### src/hw/rtl/fsp_pkg.sv
package fsp_pkg;

   // Characters that the parser recognizes.
   localparam logic [7:0] CH_HASH  = 8'h23;  // '#'
   localparam logic [7:0] CH_MINUS = 8'h2D;  // '-'
   localparam logic [7:0] CH_SPACE = 8'h20;  // ' '
   localparam logic [7:0] CH_PLUS  = 8'h2B;  // '+'
   localparam logic [7:0] CH_ZERO  = 8'h30;  // '0'
   localparam logic [7:0] CH_NINE  = 8'h39;  // '9'
   localparam logic [7:0] CH_DOT   = 8'h2E;  // '.'
   localparam logic [7:0] CH_STAR  = 8'h2A;  // '*'
   localparam logic [7:0] CH_LC_H  = 8'h68;  // 'h'
   localparam logic [7:0] CH_LC_L  = 8'h6C;  // 'l'
   localparam logic [7:0] CH_LC_J  = 8'h6A;  // 'j'
   localparam logic [7:0] CH_LC_Z  = 8'h7A;  // 'z'
   localparam logic [7:0] CH_LC_T  = 8'h74;  // 't'
   localparam logic [7:0] CH_UC_L  = 8'h4C;  // 'L'

   // Sign modes.
   localparam logic [1:0] SIGN_NONE  = 2'd0;
   localparam logic [1:0] SIGN_SPACE = 2'd1;
   localparam logic [1:0] SIGN_PLUS  = 2'd2;

   // Length modifier codes.
   localparam logic [3:0] LEN_NONE = 4'd0;
   localparam logic [3:0] LEN_H    = 4'd1;
   localparam logic [3:0] LEN_HH   = 4'd2;
   localparam logic [3:0] LEN_L    = 4'd3;
   localparam logic [3:0] LEN_LL   = 4'd4;
   localparam logic [3:0] LEN_J    = 4'd5;
   localparam logic [3:0] LEN_Z    = 4'd6;
   localparam logic [3:0] LEN_T    = 4'd7;
   localparam logic [3:0] LEN_BIG_L = 4'd8;

   localparam logic [15:0] SAT_MAX = 16'hFFFF;

   typedef struct packed {
      logic [7:0]         char_in;
      logic signed [31:0] star_arg;
   } req_type;

   typedef struct packed {
      logic        left_align;
      logic        alt_form;
      logic [1:0]  sign_mode;
      logic        zero_pad;
      logic [15:0] field_width;
      logic        prec_given;
      logic [15:0] precision;
      logic [3:0]  length_code;
      logic [7:0]  conversion;
   } rsp_type;

endpackage

### src/hw/rtl/format_spec_parser.sv
// Path: the conversion character is registered in the input register at its transfer, and the
// finished spec is loaded into the result register once that register has room for it.
// Throughput: one character per cycle; a conversion character waits only while the previous
// result is still stalled in the result register, and plain characters wait only behind it.
// Reset: synchronous, active high; clears the parse state and both valid flags.
module format_spec_parser
   import fsp_pkg::*;
(
   input  logic    clock,
   input  logic    reset,
   input  logic    req_valid,
   output logic    req_stall,
   input  req_type req_data,
   output logic    rsp_valid,
   input  logic    rsp_stall,
   output rsp_type rsp_data
);

   // Parse phases. A byte that the current phase cannot take ends the spec.
   typedef enum logic [2:0] {
      PH_FLAGS   = 3'd0,   // start of spec, taking flags
      PH_WIDTH   = 3'd1,   // width digits
      PH_WSTAR   = 3'd2,   // after a width star
      PH_PREC    = 3'd3,   // precision digits
      PH_LEN     = 3'd4,   // length or conversion
      PH_AFTER_H = 3'd5,   // after a single 'h'
      PH_AFTER_L = 3'd6,   // after a single 'l'
      PH_CONV    = 3'd7    // conversion only
   } phase_type;

   // Input register: holds one character until the parse logic consumes it.
   logic    in_valid_ff;
   req_type in_ff;

   // Parse state.
   phase_type   phase_ff, phase_in;
   logic        alt_ff, alt_in;
   logic        left_ff, left_in;
   logic [1:0]  sign_ff, sign_in;
   logic        zero_ff, zero_in;
   logic [15:0] width_ff, width_in;
   logic [15:0] prec_ff, prec_in;
   logic        prec_seen_ff, prec_seen_in;
   logic [3:0]  length_ff, length_in;

   // Result register.
   logic    rsp_valid_ff;
   rsp_type rsp_ff;

   logic [7:0]  c;
   logic        is_digit;
   logic        is_flag;
   logic        conv;
   logic        fire;
   logic        out_free;
   logic        star_neg;
   logic [15:0] star_sat;
   logic [3:0]  len_code;
   logic [19:0] width_x10;
   logic [19:0] prec_x10;
   logic [15:0] width_dig;
   logic [15:0] prec_dig;

   assign c        = in_ff.char_in;
   assign is_digit = c inside {[CH_ZERO:CH_NINE]};
   assign is_flag  = c inside {CH_HASH, CH_MINUS, CH_SPACE, CH_PLUS, CH_ZERO};

   // Star value: negative reads as zero, large positive values saturate.
   assign star_neg = in_ff.star_arg[31];
   assign star_sat = star_neg ? 16'd0 :
                     (|in_ff.star_arg[30:16]) ? SAT_MAX : in_ff.star_arg[15:0];

   // Decimal accumulation: acc * 10 + digit, as two shifts and adds, then saturate.
   // The digit value is the low nibble because the digits sit at 0x30 to 0x39.
   assign width_x10 = {1'b0, width_ff, 3'b000} + {3'b000, width_ff, 1'b0}
                      + {16'd0, c[3:0]};
   assign prec_x10  = {1'b0, prec_ff, 3'b000} + {3'b000, prec_ff, 1'b0}
                      + {16'd0, c[3:0]};
   assign width_dig = (|width_x10[19:16]) ? SAT_MAX : width_x10[15:0];
   assign prec_dig  = (|prec_x10[19:16]) ? SAT_MAX : prec_x10[15:0];

   always_comb begin
      case (c)
         CH_LC_H: len_code = LEN_H;
         CH_LC_L: len_code = LEN_L;
         CH_LC_J: len_code = LEN_J;
         CH_LC_Z: len_code = LEN_Z;
         CH_LC_T: len_code = LEN_T;
         CH_UC_L: len_code = LEN_BIG_L;
         default: len_code = LEN_NONE;
      endcase
   end

   // Next parse state for the character in the input register. The checks run in
   // priority order; whatever falls through all of them is the conversion character.
   always_comb begin
      phase_in     = phase_ff;
      alt_in       = alt_ff;
      left_in      = left_ff;
      sign_in      = sign_ff;
      zero_in      = zero_ff;
      width_in     = width_ff;
      prec_in      = prec_ff;
      prec_seen_in = prec_seen_ff;
      length_in    = length_ff;
      conv         = 1'b0;

      if (phase_ff == PH_FLAGS && is_flag) begin
         case (c)
            CH_HASH:  alt_in = 1'b1;
            CH_SPACE: sign_in = SIGN_SPACE;
            CH_PLUS:  sign_in = SIGN_PLUS;
            CH_MINUS: begin
               // Left alignment always overrides zero padding.
               left_in = 1'b1;
               zero_in = 1'b0;
            end
            default: begin
               // A zero flag has no effect once left alignment is set.
               if (!left_ff) begin
                  zero_in = 1'b1;
               end
            end
         endcase
      end else if ((phase_ff inside {PH_FLAGS, PH_WIDTH}) && is_digit) begin
         width_in = width_dig;
         phase_in = PH_WIDTH;
      end else if ((phase_ff inside {PH_FLAGS, PH_WIDTH}) && c == CH_STAR) begin
         // A star replaces any width digits already taken.
         width_in = star_sat;
         phase_in = PH_WSTAR;
      end else if ((phase_ff inside {PH_FLAGS, PH_WIDTH, PH_WSTAR}) && c == CH_DOT) begin
         prec_seen_in = 1'b1;
         prec_in      = 16'd0;
         phase_in     = PH_PREC;
      end else if (phase_ff == PH_PREC && is_digit) begin
         prec_in = prec_dig;
      end else if (phase_ff == PH_PREC && c == CH_STAR) begin
         // A negative precision star behaves as if no precision was given.
         prec_in = star_sat;
         if (star_neg) begin
            prec_seen_in = 1'b0;
         end
         phase_in = PH_LEN;
      end else if ((phase_ff inside {PH_FLAGS, PH_WIDTH, PH_WSTAR, PH_PREC, PH_LEN})
                   && len_code != LEN_NONE) begin
         length_in = len_code;
         phase_in  = (c == CH_LC_H) ? PH_AFTER_H :
                     (c == CH_LC_L) ? PH_AFTER_L : PH_CONV;
      end else if ((phase_ff == PH_AFTER_H && c == CH_LC_H) ||
                   (phase_ff == PH_AFTER_L && c == CH_LC_L)) begin
         // Doubled modifier: h becomes hh, l becomes ll.
         length_in = length_ff + 4'd1;
         phase_in  = PH_CONV;
      end else begin
         conv = 1'b1;
      end
   end

   // A plain character is always consumed. The conversion character needs room in
   // the result register, which frees up when its current result is transferred.
   assign out_free  = !rsp_valid_ff || !rsp_stall;
   assign fire      = in_valid_ff && (!conv || out_free);

   // The input register takes a new transfer whenever it is empty or being consumed.
   assign req_stall = in_valid_ff && !fire;

   always_ff @(posedge clock) begin
      if (reset) begin
         in_valid_ff  <= 1'b0;
         rsp_valid_ff <= 1'b0;
         phase_ff     <= PH_FLAGS;
         alt_ff       <= 1'b0;
         left_ff      <= 1'b0;
         sign_ff      <= SIGN_NONE;
         zero_ff      <= 1'b0;
         width_ff     <= 16'd0;
         prec_ff      <= 16'd0;
         prec_seen_ff <= 1'b0;
         length_ff    <= LEN_NONE;
      end else begin
         if (req_valid && !req_stall) begin
            in_valid_ff <= 1'b1;
            in_ff       <= req_data;
         end else if (fire) begin
            in_valid_ff <= 1'b0;
         end

         if (fire && conv) begin
            rsp_valid_ff <= 1'b1;
         end else if (!rsp_stall) begin
            rsp_valid_ff <= 1'b0;
         end

         if (fire && conv) begin
            // Emit the finished spec and return to the start of a new one.
            rsp_ff.left_align  <= left_ff;
            rsp_ff.alt_form    <= alt_ff;
            rsp_ff.sign_mode   <= sign_ff;
            rsp_ff.zero_pad    <= zero_ff;
            rsp_ff.field_width <= width_ff;
            rsp_ff.prec_given  <= prec_seen_ff;
            rsp_ff.precision   <= prec_ff;
            rsp_ff.length_code <= length_ff;
            rsp_ff.conversion  <= c;
            phase_ff     <= PH_FLAGS;
            alt_ff       <= 1'b0;
            left_ff      <= 1'b0;
            sign_ff      <= SIGN_NONE;
            zero_ff      <= 1'b0;
            width_ff     <= 16'd0;
            prec_ff      <= 16'd0;
            prec_seen_ff <= 1'b0;
            length_ff    <= LEN_NONE;
         end else if (fire) begin
            phase_ff     <= phase_in;
            alt_ff       <= alt_in;
            left_ff      <= left_in;
            sign_ff      <= sign_in;
            zero_ff      <= zero_in;
            width_ff     <= width_in;
            prec_ff      <= prec_in;
            prec_seen_ff <= prec_seen_in;
            length_ff    <= length_in;
         end
      end
   end

   assign rsp_valid = rsp_valid_ff;
   assign rsp_data  = rsp_ff;

endmodule

### config.mk
export PLATFORM = sky130hd
export DESIGN_NAME = format_spec_parser
export DESIGN_NICKNAME = d
export VERILOG_FILES = /design/src/hw/rtl/fsp_pkg.sv /design/src/hw/rtl/format_spec_parser.sv
export SDC_FILE = /design/constraint.sdc
export NUM_CORES = 1
export LEC_CHECK = 0
export BUFFER_PORTS_ARGS = -buffer_cell sky130_fd_sc_hd__buf_2
export CAP_MARGIN = 5
export CORE_UTILIZATION = 25
export CTS_CLUSTER_SIZE = 8
export DETAILED_ROUTE_END_ITERATION = 6
export MAX_ROUTING_LAYER = met4
export PLACE_DENSITY = 0.52
export SLEW_MARGIN = 0
export SYNTH_ARGS = -nofsm -noshare
export SYNTH_HDL_FRONTEND = slang
export SYNTH_SLANG_ARGS = --single-unit
export TNS_END_PERCENT = 5
### constraint.sdc
create_clock -name clock -period 18.2 [get_ports clock]
set_input_delay 3.64 -clock clock [delete_from_list [all_inputs] [get_ports clock]]
set_output_delay 3.64 -clock clock [all_outputs]
set_load 0.02 [all_outputs]
# [After elaboration in Yosys (flattened, before gate mapping)]
# Index checks and enable logic that the tools add are counted.
[op_classes] n_bitwise=8 order_cmp=2 eq_ne=23 muxes=40 reduce_logical=52 n_addsub=5
[op_table] cell="2-to-1 mux 16 bit" n=9
[op_table] cell="equality test 8 x 6 -> 1 bit (second input constant)" n=7
[op_table] cell="equality test 8 x 7 -> 1 bit (second input constant)" n=6
[op_table] cell="adder 19 x 17 -> 20 bit" n=2
[op_table] cell="adder 20 x 4 -> 20 bit" n=2
[op_table] cell="one-hot mux 4 bit (6 select lines)" n=1
[op_table] cell="2-to-1 mux 3 bit" n=7
[op_table] cell="2-to-1 mux 1 bit" n=18
[op_table] cell="OR reduction 15 bit" n=1
[op_table] cell="logical AND 1 bit" n=14
[op_table] cell="nonzero test 2 bit" n=7
[op_table] cell="AND reduction 3 bit" n=4
[op_table] cell="nonzero test 5 bit" n=2
[op_table] cell="equality test 3 bit (second input constant)" n=3
[op_table] cell=">= comparator 8 x 6 -> 1 bit (second input constant)" n=1
[op_table] cell="less-or-equal comparator 8 x 6 -> 1 bit (second input constant)" n=1
[op_table] cell="2-to-1 mux 4 bit" n=2
[op_table] cell="NOT 1 bit" n=8
[op_table] cell="AND reduction 4 bit" n=2
[op_table] cell="AND reduction 8 bit" n=1
[op_table] cell="OR reduction 4 bit" n=2
[op_table] cell="AND reduction 7 bit" n=1
[op_table] cell="equality test 3 x 2 -> 1 bit (second input constant)" n=2
[op_table] cell="nonzero test 3 bit" n=2
[op_table] cell="other kinds (17)" n=25
[word_totals] regBits=137 output_inout_bits=52 word_cells=152 inputBits=44

# [Longest topological paths before layout]
[logic_depth] ltp_word=19 mapped_depth=12 mapped_depth_nobuf=11

# [Worst setup path before layout]
# Ideal clock, no wire load.
[synth_timing] kind="in2reg" from="in rsp_stall" to="reg rsp_ff (netlist bit rsp_data[0]), enable pin" stages=2 path_buffers=0 t_arrival_ps=7236 path_slack_ps=10444 t_required_ps=17680 cell_sequence="and2_1 > nor3_1"
[synth_between] elab_chain_len=6
[synth_lines] item="start: declaration" line="format_spec_parser.sv:15" text="input logic rsp_stall,"
[synth_lines] item="logical NOT 1 bit"
[synth_lines] item="logical OR 1 bit" line="format_spec_parser.sv:162" text="assign out_free = !rsp_valid_ff || !rsp_stall;"
[synth_lines] item="logical OR 1 bit" line="format_spec_parser.sv:163" text="assign fire = in_valid_ff && (!conv || out_free);"
[synth_lines] item="logical AND 1 bit" line="format_spec_parser.sv:163"
[synth_lines] item="logical AND 1 bit" line="format_spec_parser.sv:195" text="if (fire && conv) begin"
[synth_lines] item="AND reduction 2 bit (no line)"
[synth_lines] item="end: declaration" line="format_spec_parser.sv:48" text="rsp_type rsp_ff;"
# No other way between the ends.
# A chain may end at the register's enable or synchronous reset.

# [Worst setup path after layout]
[layout_timing] from="in rsp_stall" to="out req_stall"
[layout_between] elab_chain_len=6
[layout_lines] item="logical NOT 1 bit"
[layout_lines] item="logical OR 1 bit" line="format_spec_parser.sv:162"
[layout_lines] item="logical OR 1 bit" line="format_spec_parser.sv:163"
[layout_lines] item="logical AND 1 bit" line="format_spec_parser.sv:163"
[layout_lines] item="logical NOT 1 bit" line="format_spec_parser.sv:166" text="assign req_stall = in_valid_ff && !fire;"
[layout_lines] item="logical AND 1 bit" line="format_spec_parser.sv:166"
[layout_lines] item="end: declaration" line="format_spec_parser.sv:12" text="output logic req_stall,"
# No other way between the ends.

==> impl_metrics.toml <==
[yosys]
syn_area_sq_mm = 0.00746
synth-edff-count = 90
synth_ff_type = "edfxtp_1"
ys_seq_area_frac = 0.489
syn_nets = 800
synth_cells = 689
syn-mean-instance-area_sq_um = 10.8
yosys_warnings = 0
async_flop_share = 0
yosysUniqueCellTypes = 79
yosys_register_bits = 137

[global_routing]
grt.overflow.total = 0
grt_max_degree = 50
grt_pass1_vias = 5399
antenna_found_initial = 0
grt_pass1_wl_mm = 28.5
grt_use_total = 0.122

[sta]
max-slew-margin-rel = 0.343
maxSlewViolCount = 0
rsz0062_at_grt = "no"
finalHoldViolations = 0
clock_skew_ns = 0.00833
worst_pin_slew_ns = 0.980
fmax_ghz = 0.128
period_share = 0.430
period_minus_slack_ns = 7.82
setup_viol = 0
fin_setup_tns_ns = 0

[floorplanning]
die_width_um = 175
io_pins = 96
die_area_sq_mm = 0.0305
num_rows = 62
initial_core_util = 0.257
coreArea_sq_mm = 0.0290
dieHeight_um = 175

[setup_path]
crit_type = "in -> out"
cp.required_ns = 14.56
cp-start-kind = "primary input"
crit_path_end_kind = "output port"
crit_arrival_ns = 4.19
crit_fanout = 3

[power_and_ir_drop]
ir_worst_vdd_uv = 49.9
p_leak_nw = 3.66
power.total_uw = 715
cellPowerDensity_mw_per_mm2 = 80.6

[layout]
area_growth_pct = 18.8
diodes = 0
drive_gt1_frac = 0.198
nets = 892
fillerInstances = 3018

[clocking]
cts_resized = 0
path_clk_slew_ns = 0.06
clk-insertion-delay-late_ns = 0.42
numClockSinks = 137
cts_setup_buffers = 0
cts_inserted_buffers = 17
cts_tree = "done"
root_buffer = "clkbuf_16"
hold_buffers = 0
cts_max_level = 4
clockBufferDepth = 2

[route]
post-route-drc-count = 0
drt_first_pass_iters = 4
ant_nets = 0
routed_via_density = 4.69
wl_per_cell_um = 14.9
vias = 5522
drtIter0Drc = 298
wirelength_mm = 17.5

[flow_run]
drv_cap = 0

[placed_design]
place_congestion = 0.840
io_buffer_count = 95
hpwl_mm = 12.9

[outcome]
outcome = "completed"

[worst_hold_path]
min_path_type = "reg -> reg"
[kinds of logic (layout without fill, tap and decap cells)]
family                     Yosys count  after routing  synth area share
DFF                                137            137             0.489
AOI/OAI and AO/OA                  172            172             0.171
buffers and inverters               40            145            0.0302
adders and majority gates           67             67             0.116
muxes                                4              4           0.00570
and+or+nand+nor                    245            245             0.160
xor gates and xnor gates            24             24            0.0282
[sequential cells by signal (all words and copies together) (netlist names)]
signal and count:
rsp_data 50, in_ff 32, prec_ff 16, width_ff 16, c 8, length_ff 4, phase_ff 3, sign_ff 2
alt_ff 1, in_valid_ff 1, left_ff 1, prec_seen_ff 1, rsp_valid 1, zero_ff 1
[synth_stat cells, types with 6 or more instances]
library cell	n	share of area
a211oi_1	6	0.0060
a21o_1	14	0.014
a21oi_1	34	0.023
a22o_1	16	0.019
and2_1	6	0.0050
buf_6	6	0.0091
clkbuf_1	13	0.0065
dfxtp_1	47	0.13
edfxtp_1	90	0.36
ha_1	63	0.11
inv_1	13	0.0065
nand2_1	58	0.029
nand3_1	21	0.014
nor2_1	92	0.046
nor3_1	12	0.0081
nor4_1	6	0.0050
o211ai_1	6	0.0060
o21a_1	17	0.017
o21ai_0	18	0.012
o221ai_1	16	0.019
xnor2_1	10	0.012
xor2_1	14	0.016
[per-layer routing]
metal | vias to the layer above | global-route usage | share of wire
met2 | 85 | 0.194 | 0.47
met3 | 18 | 0.0309 | 0.039
li1 | 2810 | - | -
met5 | - | - | 0
met1 | 2609 | 0.149 | 0.47
met4 | 0 | 0.0428 | 0.015
[path summary, 6_finish.rpt]
| kind | start | to | slack [ns] | cells after the start |
|---|---|---|---|---|
| hold / removal | sign_ff[1] | rsp_data[47] | 0.44 | 0 |
| setup / recovery | rsp_stall | req_stall | 10.38 | 4 |
| setup reg to reg | c[3] | prec_ff[6] | 13.80 | 10 |
| hold reg to reg | sign_ff[1] | rsp_data[47] | 0.44 | 0 |
[critical path, cell delays in order]
cell and delay, ns:
buf_2 0.08, nand2_1 0.06, nor2_1 0.19, buf_2 0.21
[placed cells by master, fill, tap and decap left out, types with 10 or more instances in the layout]
cell type / n
nand2_1: 58
nand3_1: 21
a21oi_1: 34
buf_2: 95
inv_1: 13
clkbuf_16: 17
o221ai_1: 16
o21a_1: 17
a22o_1: 16
a21o_1: 14
xnor2_1: 10
ha_1: 63
o21ai_0: 18
dfxtp_1: 47
nor2_1: 92
edfxtp_1: 90
nor3_1: 11
xor2_1: 14
[area by class of cell]
| cell class | instances | area [sq um] | area share |
|---|---|---|---|
| sequential | 137 | 3640 | 0.411 |
| multi-input combinational | 512 | 3600 | 0.406 |
| timing repair buffer | 100 | 513 | 0.0579 |
| tap | 384 | 480 | 0.0542 |
| clock buffer | 18 | 429 | 0.0484 |
| clock inverter | 14 | 148 | 0.0167 |
| inverter | 13 | 48.8 | 0.00551 |
[metrics by stage]
stage                     std cells  hold slack [ns]  setup WS (ns)  instance area (sq um)  utilization
after floorplan                 689            0.408          10.44                   7460            -
after global placement         1146            0.427          10.39                   8290        0.286
after detailed placement       1146            0.426          10.38                   8290        0.286
after CTS                      1178            0.437          10.38                   8860        0.305
after global routing           1178            0.446          10.29                   8860        0.305
final                          1178            0.440          10.38                   8860        0.305
[power by group]
| part | total, mW | switching, mW | internal, mW |
|---|---|---|---|
| clock network | 0.340 | 0.138 | 0.202 |
| registers | 0.345 | 0.00597 | 0.339 |
| logic | 0.0296 | 0.0188 | 0.0108 |
Power figures use the tool's default switching activity.
